[config.mk]
export PLATFORM = sky130hd
export DESIGN_NAME = compacting_neighbor_list
export DESIGN_NICKNAME = d
export VERILOG_FILES = /design/src/sv/cnl_pkg.sv /design/src/sv/cnl_store.sv /design/src/sv/compacting_neighbor_list.sv
export SDC_FILE = /design/constraint.sdc
export NUM_CORES = 2
export LEC_CHECK = 0
export ABC_AREA = 1
export CAP_MARGIN = 25
export CORE_ASPECT_RATIO = 1.1
export CORE_MARGIN = 4
export CORE_UTILIZATION = 40
export CTS_BUF_LIST = sky130_fd_sc_hd__clkbuf_4 sky130_fd_sc_hd__clkbuf_8 sky130_fd_sc_hd__clkbuf_16
export CTS_CLUSTER_SIZE = 8
export DETAILED_ROUTE_END_ITERATION = 16
export DONT_BUFFER_PORTS = 1
export GPL_ROUTABILITY_DRIVEN = 0
export GPL_TIMING_DRIVEN = 0
export SLEW_MARGIN = 20
export SYNTH_ARGS = -nofsm -noshare
export SYNTH_HDL_FRONTEND = slang
export SYNTH_SLANG_ARGS = --single-unit
[constraint.sdc]
create_clock -name clk_i -period 7.2 [get_ports clk_i]
set_input_delay 1.8 -clock clk_i [delete_from_list [all_inputs] [get_ports clk_i]]
set_output_delay 1.8 -clock clk_i [all_outputs]
set_load 0.01 [all_outputs]
[src/sv/cnl_pkg.sv]
package cnl_pkg;

  // command codes
  typedef enum logic [2:0] {
    CMD_APPEND = 3'd0,
    CMD_REMOVE = 3'd1,
    CMD_FIND   = 3'd2,
    CMD_DEDUP  = 3'd3,
    CMD_READ   = 3'd4
  } cmd_e;

  // result status codes
  typedef enum logic [1:0] {
    ST_OK      = 2'd0,
    ST_PRESENT = 2'd1,
    ST_MISSING = 2'd2,
    ST_FULL    = 2'd3
  } status_e;

  // command word
  typedef struct packed {
    logic [2:0]  cmd;
    logic [23:0] key;
    logic [7:0]  depth;
    logic        check_duplicate;
    logic [5:0]  position;
  } req_t;

  // result word
  typedef struct packed {
    logic [1:0]  status;
    logic [5:0]  found_position;
    logic [6:0]  count;
    logic [23:0] entry_key;
    logic [7:0]  entry_depth;
  } rsp_t;

endpackage

[src/sv/cnl_store.sv]
module cnl_store #(
  parameter int DEPTH    = 64,
  parameter int KEY_BITS = 24
) (
  input  logic                     clk_i,
  input  logic                     we_i,
  input  logic [$clog2(DEPTH)-1:0] waddr_i,
  input  logic [KEY_BITS-1:0]      wkey_i,
  input  logic [7:0]               wdep_i,
  input  logic [$clog2(DEPTH)-1:0] raddr_i,
  output logic [KEY_BITS-1:0]      rkey_o,
  output logic [7:0]               rdep_o
);

  logic [KEY_BITS-1:0] key_mem [DEPTH];
  logic [7:0]          dep_mem [DEPTH];

  // single write port
  always_ff @(posedge clk_i) begin
    if (we_i) begin
      key_mem[waddr_i] <= wkey_i;
      dep_mem[waddr_i] <= wdep_i;
    end
  end

  // single registered read port
  always_ff @(posedge clk_i) begin
    rkey_o <= key_mem[raddr_i];
    rdep_o <= dep_mem[raddr_i];
  end

endmodule

[src/sv/compacting_neighbor_list.sv]
// channel   | signals                    | direction | handshake
// command   | start, busy, req_i         | in        | taken when start high and busy low
// result    | done_o, rsp_o              | out       | one word per command, one cycle wide
// config    | cfg_we_i, cfg_wdata_i      | in        | written on any edge with cfg_we_i high
//
// append without duplicate check, unknown codes and bad reads finish in the accept cycle;
// read answers from S_READ on the registered store data; find, remove and checked append
// scan one entry a cycle, remove then shifts one entry a cycle; duplicate removal scans
// the kept prefix per entry. the single read port of the key store sets these rates.
// reset clears the count and keep_depth; store contents stay undefined, no clearing pass.
// the receiver cannot stall: each result word is shown for exactly one cycle.
module compacting_neighbor_list #(
  parameter int CAPACITY = 64,
  parameter int KEY_BITS = 24
) (
  input  logic          clk_i,
  input  logic          rst_ni,
  input  logic          start,
  output logic          busy,
  input  cnl_pkg::req_t req_i,
  output logic          done_o,
  output cnl_pkg::rsp_t rsp_o,
  input  logic          cfg_we_i,
  input  logic          cfg_wdata_i
);

  localparam int AW = $clog2(CAPACITY);
  localparam int CW = $clog2(CAPACITY + 1);
  localparam int PW = (CW > 6) ? CW : 6;

  typedef enum logic [2:0] {
    S_IDLE,
    S_SCAN,
    S_SHIFT,
    S_DLOAD,
    S_DSCAN,
    S_DWRITE,
    S_READ
  } state_e;

  state_e                state_q, state_d;
  cnl_pkg::cmd_e         cmd_q, cmd_d;
  logic [KEY_BITS-1:0]   key_q, key_d;
  logic [7:0]            dep_q, dep_d;
  logic [AW-1:0]         ra_q, ra_d;
  logic [AW-1:0]         idx_q, idx_d;
  logic [CW-1:0]         wr_q, wr_d;
  logic [CW-1:0]         count_q, count_d;
  logic                  keep_q;
  logic                  done_q, done_d;
  cnl_pkg::rsp_t         rsp_q, rsp_d;

  logic                  mem_we;
  logic [AW-1:0]         mem_waddr;
  logic [KEY_BITS-1:0]   mem_wkey;
  logic [7:0]            mem_wdep;
  logic [KEY_BITS-1:0]   rkey;
  logic [7:0]            rdep;

  logic                  fin;
  cnl_pkg::status_e      st;
  logic [5:0]            fpos;
  logic [23:0]           ekey;
  logic [7:0]            edep;

  cnl_pkg::cmd_e         in_cmd;
  logic [KEY_BITS-1:0]   in_key;
  logic [7:0]            in_dep;
  logic                  ra_last;
  logic                  idx_last;
  logic                  list_full;

  // key and depth storage
  cnl_store #(
    .DEPTH    (CAPACITY),
    .KEY_BITS (KEY_BITS)
  ) u_store (
    .clk_i   (clk_i),
    .we_i    (mem_we),
    .waddr_i (mem_waddr),
    .wkey_i  (mem_wkey),
    .wdep_i  (mem_wdep),
    .raddr_i (ra_d),
    .rkey_o  (rkey),
    .rdep_o  (rdep)
  );

  // incoming word, key masked to the stored width
  assign in_cmd    = cnl_pkg::cmd_e'(req_i.cmd);
  assign in_key    = KEY_BITS'(req_i.key);
  assign in_dep    = keep_q ? req_i.depth : 8'd0;
  assign ra_last   = (CW'(ra_q) + CW'(1)) == count_q;
  assign idx_last  = (CW'(idx_q) + CW'(1)) == count_q;
  assign list_full = count_q >= CW'(CAPACITY);

  // sequencer around the shared compare and the one read port
  always_comb begin
    state_d   = state_q;
    cmd_d     = cmd_q;
    key_d     = key_q;
    dep_d     = dep_q;
    ra_d      = ra_q;
    idx_d     = idx_q;
    wr_d      = wr_q;
    count_d   = count_q;
    mem_we    = 1'b0;
    mem_waddr = ra_q;
    mem_wkey  = key_q;
    mem_wdep  = dep_q;
    fin       = 1'b0;
    st        = cnl_pkg::ST_OK;
    fpos      = '0;
    ekey      = '0;
    edep      = '0;

    unique case (state_q)
      S_IDLE: begin
        if (start) begin
          cmd_d = in_cmd;
          key_d = in_key;
          dep_d = in_dep;
          ra_d  = '0;
          unique case (in_cmd)
            cnl_pkg::CMD_APPEND: begin
              if (req_i.check_duplicate && (count_q != '0)) begin
                state_d = S_SCAN;
              end else begin
                fin = 1'b1;
                if (list_full) begin
                  st = cnl_pkg::ST_FULL;
                end else begin
                  mem_we    = 1'b1;
                  mem_waddr = AW'(count_q);
                  mem_wkey  = in_key;
                  mem_wdep  = in_dep;
                  count_d   = count_q + CW'(1);
                end
              end
            end
            cnl_pkg::CMD_REMOVE, cnl_pkg::CMD_FIND: begin
              if (count_q == '0) begin
                fin = 1'b1;
                st  = cnl_pkg::ST_MISSING;
              end else begin
                state_d = S_SCAN;
              end
            end
            cnl_pkg::CMD_DEDUP: begin
              idx_d = '0;
              wr_d  = '0;
              if (count_q == '0) begin
                fin = 1'b1;
              end else begin
                state_d = S_DLOAD;
              end
            end
            cnl_pkg::CMD_READ: begin
              if (PW'(req_i.position) < PW'(count_q)) begin
                ra_d    = AW'(req_i.position);
                state_d = S_READ;
              end else begin
                fin = 1'b1;
                st  = cnl_pkg::ST_MISSING;
              end
            end
            default: begin
              fin = 1'b1;
              st  = cnl_pkg::ST_MISSING;
            end
          endcase
        end
      end

      // first-match search, one entry a cycle
      S_SCAN: begin
        if (rkey == key_q) begin
          if (cmd_q == cnl_pkg::CMD_APPEND) begin
            fin     = 1'b1;
            st      = cnl_pkg::ST_PRESENT;
            state_d = S_IDLE;
          end else if (cmd_q == cnl_pkg::CMD_FIND) begin
            fin     = 1'b1;
            fpos    = 6'(ra_q);
            state_d = S_IDLE;
          end else if (ra_last) begin
            fin     = 1'b1;
            count_d = count_q - CW'(1);
            state_d = S_IDLE;
          end else begin
            ra_d    = ra_q + AW'(1);
            state_d = S_SHIFT;
          end
        end else if (ra_last) begin
          fin     = 1'b1;
          state_d = S_IDLE;
          if (cmd_q == cnl_pkg::CMD_APPEND) begin
            if (list_full) begin
              st = cnl_pkg::ST_FULL;
            end else begin
              mem_we    = 1'b1;
              mem_waddr = AW'(count_q);
              count_d   = count_q + CW'(1);
            end
          end else begin
            st = cnl_pkg::ST_MISSING;
          end
        end else begin
          ra_d = ra_q + AW'(1);
        end
      end

      // move each later entry down by one
      S_SHIFT: begin
        mem_we    = 1'b1;
        mem_waddr = ra_q - AW'(1);
        mem_wkey  = rkey;
        mem_wdep  = rdep;
        if (ra_last) begin
          fin     = 1'b1;
          count_d = count_q - CW'(1);
          state_d = S_IDLE;
        end else begin
          ra_d = ra_q + AW'(1);
        end
      end

      // duplicate removal: hold entry i, then search the kept prefix
      S_DLOAD: begin
        key_d = rkey;
        dep_d = rdep;
        ra_d  = '0;
        if (wr_q == '0) begin
          state_d = S_DWRITE;
        end else begin
          state_d = S_DSCAN;
        end
      end

      S_DSCAN: begin
        if (rkey == key_q) begin
          if (idx_last) begin
            fin     = 1'b1;
            state_d = S_IDLE;
          end else begin
            idx_d   = idx_q + AW'(1);
            ra_d    = idx_q + AW'(1);
            state_d = S_DLOAD;
          end
        end else if ((CW'(ra_q) + CW'(1)) == wr_q) begin
          state_d = S_DWRITE;
        end else begin
          ra_d = ra_q + AW'(1);
        end
      end

      S_DWRITE: begin
        mem_we    = 1'b1;
        mem_waddr = AW'(wr_q);
        wr_d      = wr_q + CW'(1);
        if (idx_last) begin
          fin     = 1'b1;
          count_d = wr_q + CW'(1);
          state_d = S_IDLE;
        end else begin
          idx_d   = idx_q + AW'(1);
          ra_d    = idx_q + AW'(1);
          state_d = S_DLOAD;
        end
      end

      // registered read data is ready
      S_READ: begin
        fin     = 1'b1;
        ekey    = 24'(rkey);
        edep    = keep_q ? rdep : 8'd0;
        state_d = S_IDLE;
      end

      default: begin
        state_d = S_IDLE;
      end
    endcase

    // at duplicate removal end the count is the kept number
    if (fin && (state_q == S_DSCAN)) begin
      count_d = wr_q;
    end

    done_d               = fin;
    rsp_d.status         = st;
    rsp_d.found_position = fpos;
    rsp_d.count          = 7'(count_d);
    rsp_d.entry_key      = ekey;
    rsp_d.entry_depth    = edep;
  end

  // state, working registers and result word
  always_ff @(posedge clk_i or negedge rst_ni) begin
    if (!rst_ni) begin
      state_q <= S_IDLE;
      cmd_q   <= cnl_pkg::CMD_APPEND;
      key_q   <= '0;
      dep_q   <= '0;
      ra_q    <= '0;
      idx_q   <= '0;
      wr_q    <= '0;
      count_q <= '0;
      keep_q  <= 1'b0;
      done_q  <= 1'b0;
      rsp_q   <= '0;
    end else begin
      state_q <= state_d;
      cmd_q   <= cmd_d;
      key_q   <= key_d;
      dep_q   <= dep_d;
      ra_q    <= ra_d;
      idx_q   <= idx_d;
      wr_q    <= wr_d;
      count_q <= count_d;
      done_q  <= done_d;
      rsp_q   <= rsp_d;
      if (cfg_we_i) begin
        keep_q <= cfg_wdata_i;
      end
    end
  end

  assign busy   = (state_q != S_IDLE);
  assign done_o = done_q;
  assign rsp_o  = rsp_q;

  // the count never exceeds the capacity
  assert property (@(posedge clk_i) disable iff (!rst_ni)
    count_q <= CW'(CAPACITY))
    else $error("entry count above capacity");

  // a result word only appears once the sequencer is back at rest
  assert property (@(posedge clk_i) disable iff (!rst_ni)
    done_q |-> (state_q == S_IDLE))
    else $error("result word while still working");

  // the count only moves together with a result word
  assert property (@(posedge clk_i) disable iff (!rst_ni)
    !$stable(count_q) |-> done_q)
    else $error("count changed without a result");

  // the shift read pointer stays inside the list
  assert property (@(posedge clk_i) disable iff (!rst_ni)
    (state_q == S_SHIFT) |-> (CW'(ra_q) < count_q))
    else $error("shift beyond the list end");

  // the kept prefix never overtakes the entry under test
  assert property (@(posedge clk_i) disable iff (!rst_ni)
    ((state_q == S_DLOAD) || (state_q == S_DSCAN) || (state_q == S_DWRITE))
      |-> (wr_q <= CW'(idx_q)))
    else $error("kept prefix overtook the entry under test");

endmodule

==> run_results.csv <==
group,metric,value,unit
timing,finalHoldViolations,0,
synth,yosys_warnings,0,
cts,worst_setup_hold_path_clk_slew,0.06,ns
timing,tightest_slew,1.18,ns
cts,cts_resized,0,
routing,vias,72300,
synth,synth_edf_count,2048,
worst_setup_path,slowest_stage,"nand3_1",
synth,ys_types,51,
synth,synth_common_cells,"nand3_1, edfxtp_1, nand2_1",
cts,clk_path_buf_depth,4,
global_routing,gr-total-overflow,0,
worst_setup_path,cp.required,7.91,ns
global_routing,grt_pass1_wl,473000,um
timing,fin_crit,6.61,ns
min_path,holdPathStages,2,
timing,drv_slew,0,
timing,fin_skew,0.0508,ns
routing,drt_wl_total,329000,um
worst_setup_path,cp.depth,28,
synth,syn-num-nets,9592,
worst_setup_path,setup.worst_path.start_class,"flip-flop",
routing,drt-vias-per-instance,5.40,
worst_setup_path,crit_fanout,10,
die,die_area,253000,um2
synth,synthesis.instances,9533,
synth,syn_area,98100,um2
cells_and_area,drive_above_1_share,10.5,%
cts,ctsHtreeMaxLevel,5,
cells_and_area,n_fill_cell,21800,
placement,io_buffers,0,
die,coreArea,244000,um2
timing,slew_headroom,20.7,%
die,start_util,40.2,%
synth,synth_top_area_share,62.7,%
outcome,status,"finished, final reports clean",
synth,ys_seq_elements,2186,
cts,numCtsBuffers,315,
placement,dp.cells,13000,
cells_and_area,final_nets,10100,
worst_setup_path,cp.arrival,7.32,ns
synth,yosysTopAreaCell,"edfxtp_1",
timing,fmax,151,MHz
timing,fin_crit_sh,91.8,%
routing,drt_iter0_drc,8408,
min_path,hp-class,"flip-flop to flip-flop",
timing,finalSetupViolCount,0,
synth,syn_area_per_cell,10.3,um2
worst_setup_path,endpoint_kind,"flip-flop",
cells_and_area,instances_no_fill,13400,
worst_setup_path,r2r_cells,28,
routing,drc_errors,0,
cts,cts_sinks,2186,
synth,synthArstFlopShare,4.85,%
worst_setup_path,cpLargestDelayFamily,"simple AND/OR/NAND/NOR gates",
die,num_io_pins,96,
global_routing,grt_max_degree,107,
synth,synthMostInstantiatedCell,"nand3_1",
routing,first_pass_iters,9,
cts,cts_tree,"built",
cts,ctsHoldBuffers,0,
cells_and_area,area_delta_synth_final,18.7,%
routing,postRouteAntennaNets,0,
die,fp.dieW,480,um
placement,dpl.hpwl,242000,um
die,die_h,527,um
worst_setup_path,critPathKind,"flip-flop to flip-flop",
global_routing,antenna_found_initial,16,
synth,synth_ff_type,"edfxtp_1",
cts,clockRootBuffer,"clkbuf_16",
global_routing,grt_pass1_vias,69400,
worst_setup_path,slowest_delay,0.63,ns
timing,rsz0062_at_grt,"no",
global_routing,grt_usage,25.4,%
synth,synthTopCellsByArea,"edfxtp_1, nand3_1, nand2_1",
routing,post_drt_wl_per_cell,24.6,um
worst_setup_path,worst-path-buf-inv,7,
cts,cts_setup_buffers,0,
cts,clk_latency,0.86,ns
worst_setup_path,crit_top_cell,"nand2_1",
timing,tns,0,ns
flow_run,max_cap_violations,0,
synth,ys_seq_area_share,66.1,%
die,rows,190,
metrics by stage:
step | util, % | setup slack (ns) | cell area [um2] | hold slack, ns
floorplan | - | 1.27 | 98100 | 0.425
global placement | 41.9 | -2.57 | 102000 | 0.459
detailed placement | 44.2 | 0.715 | 108000 | 0.476
CTS | 47.7 | 0.693 | 116000 | 0.489
global route | 47.7 | 0.497 | 116000 | 0.505
finish | 47.7 | 0.587 | 116000 | 0.489
logic make-up (layout without fill, tap and decap cells):
kind of cell    after synthesis  count (layout)  share of synthesized area, %
simple gates               4735            4735                          22.4
mux                           1               1                        0.0115
buf+inv                    2294            2872                          9.40
compound gates              287             287                          1.79
xor+xnor                     18              18                         0.161
other cells                   0               4                             0
fa+ha+maj                    12              12                         0.153
flops                      2186            2186                          66.1
cell type report:
cell class / instances / area (um2) / area share, %
flip-flops and latches: 2186 / 64800 / 55.7
diodes: 4 / 10.0 / 0.00860
plain buffers: 551 / 2700 / 2.32
multi-input cells: 5053 / 25100 / 21.6
well taps: 3264 / 4080 / 3.51
repair buffers: 207 / 4690 / 4.03
clock buffers: 352 / 8250 / 7.09
inverters: 1743 / 6540 / 5.62
clock inverters: 19 / 210 / 0.181
sequential cells by signal, summed over array words and instances (netlist names), 7 cells and up:
signal and flops:
u_store.key_mem 1536, u_store.dep_mem 512, rsp_o 47, key_q 24, u_store.rkey_o 24, dep_q 8
u_store.rdep_o 8, wr_q 7
per-layer routing:
layer / global-route usage [%] / share of wire [%] / vias to the layer above
met1: 30.6 / 37 / 34800
met2: 41.7 / 47 / 3920
met3: 5.64 / 9.5 / 832
li1: - / - / 32700
met5: 0 / 0.012 / -
met4: 14.8 / 6.7 / 6
worst register-to-register path: cells and delay by family (launching register included):
kind | cells | cell delay [ns]
fa+ha+maj | 1 | 0.51
buf+inv | 7 | 2.17
flops | 1 | 0.38
simple gates | 20 | 3.44
placed cells by master (no fill, tap or decap), types with 6 or more instances in the layout:
master / n
a21oi_1: 54
clkbuf_1: 172
nor2_4: 62
nor2_2: 6
nor3_1: 14
buf_8: 12
buf_2: 267
buf_4: 75
clkinv_1: 6
buf_6: 20
clkinv_8: 7
dfrtp_1: 106
clkbuf_16: 320
buf_12: 31
o21ai_0: 127
dfxtp_1: 32
nor2_1: 122
nand4_1: 18
buf_16: 131
inv_1: 1718
nand3_1: 2180
nor3_2: 8
clkbuf_4: 32
xnor2_1: 6
edfxtp_1: 2048
nand3b_1: 354
inv_2: 20
o221ai_4: 31
o211ai_1: 44
xor2_1: 12
ha_1: 12
inv_6: 10
nand2_1: 1959
clkbuf_2: 13
buf_1: 37
final timing paths:
| kind | from | end | slack [ns] |
|---|---|---|---|
| worst max-delay path | ra_q[0] | u_store.rkey_o[13] | 0.59 |
| max in group asynchronous | rst_ni | rsp_o[14] | 6.44 |
| worst max register to register | ra_q[0] | u_store.rkey_o[13] | 0.59 |
| worst min-delay path | cmd_q[0] | cmd_q[0] | 0.49 |
| worst min register to register | cmd_q[0] | cmd_q[0] | 0.49 |
| min in group asynchronous | rst_ni | cmd_q[2] | 0.64 |
Power is left out: the tool's default activity adds up to more than one toggle a clock period on the data nets, which glitch-free logic cannot reach.
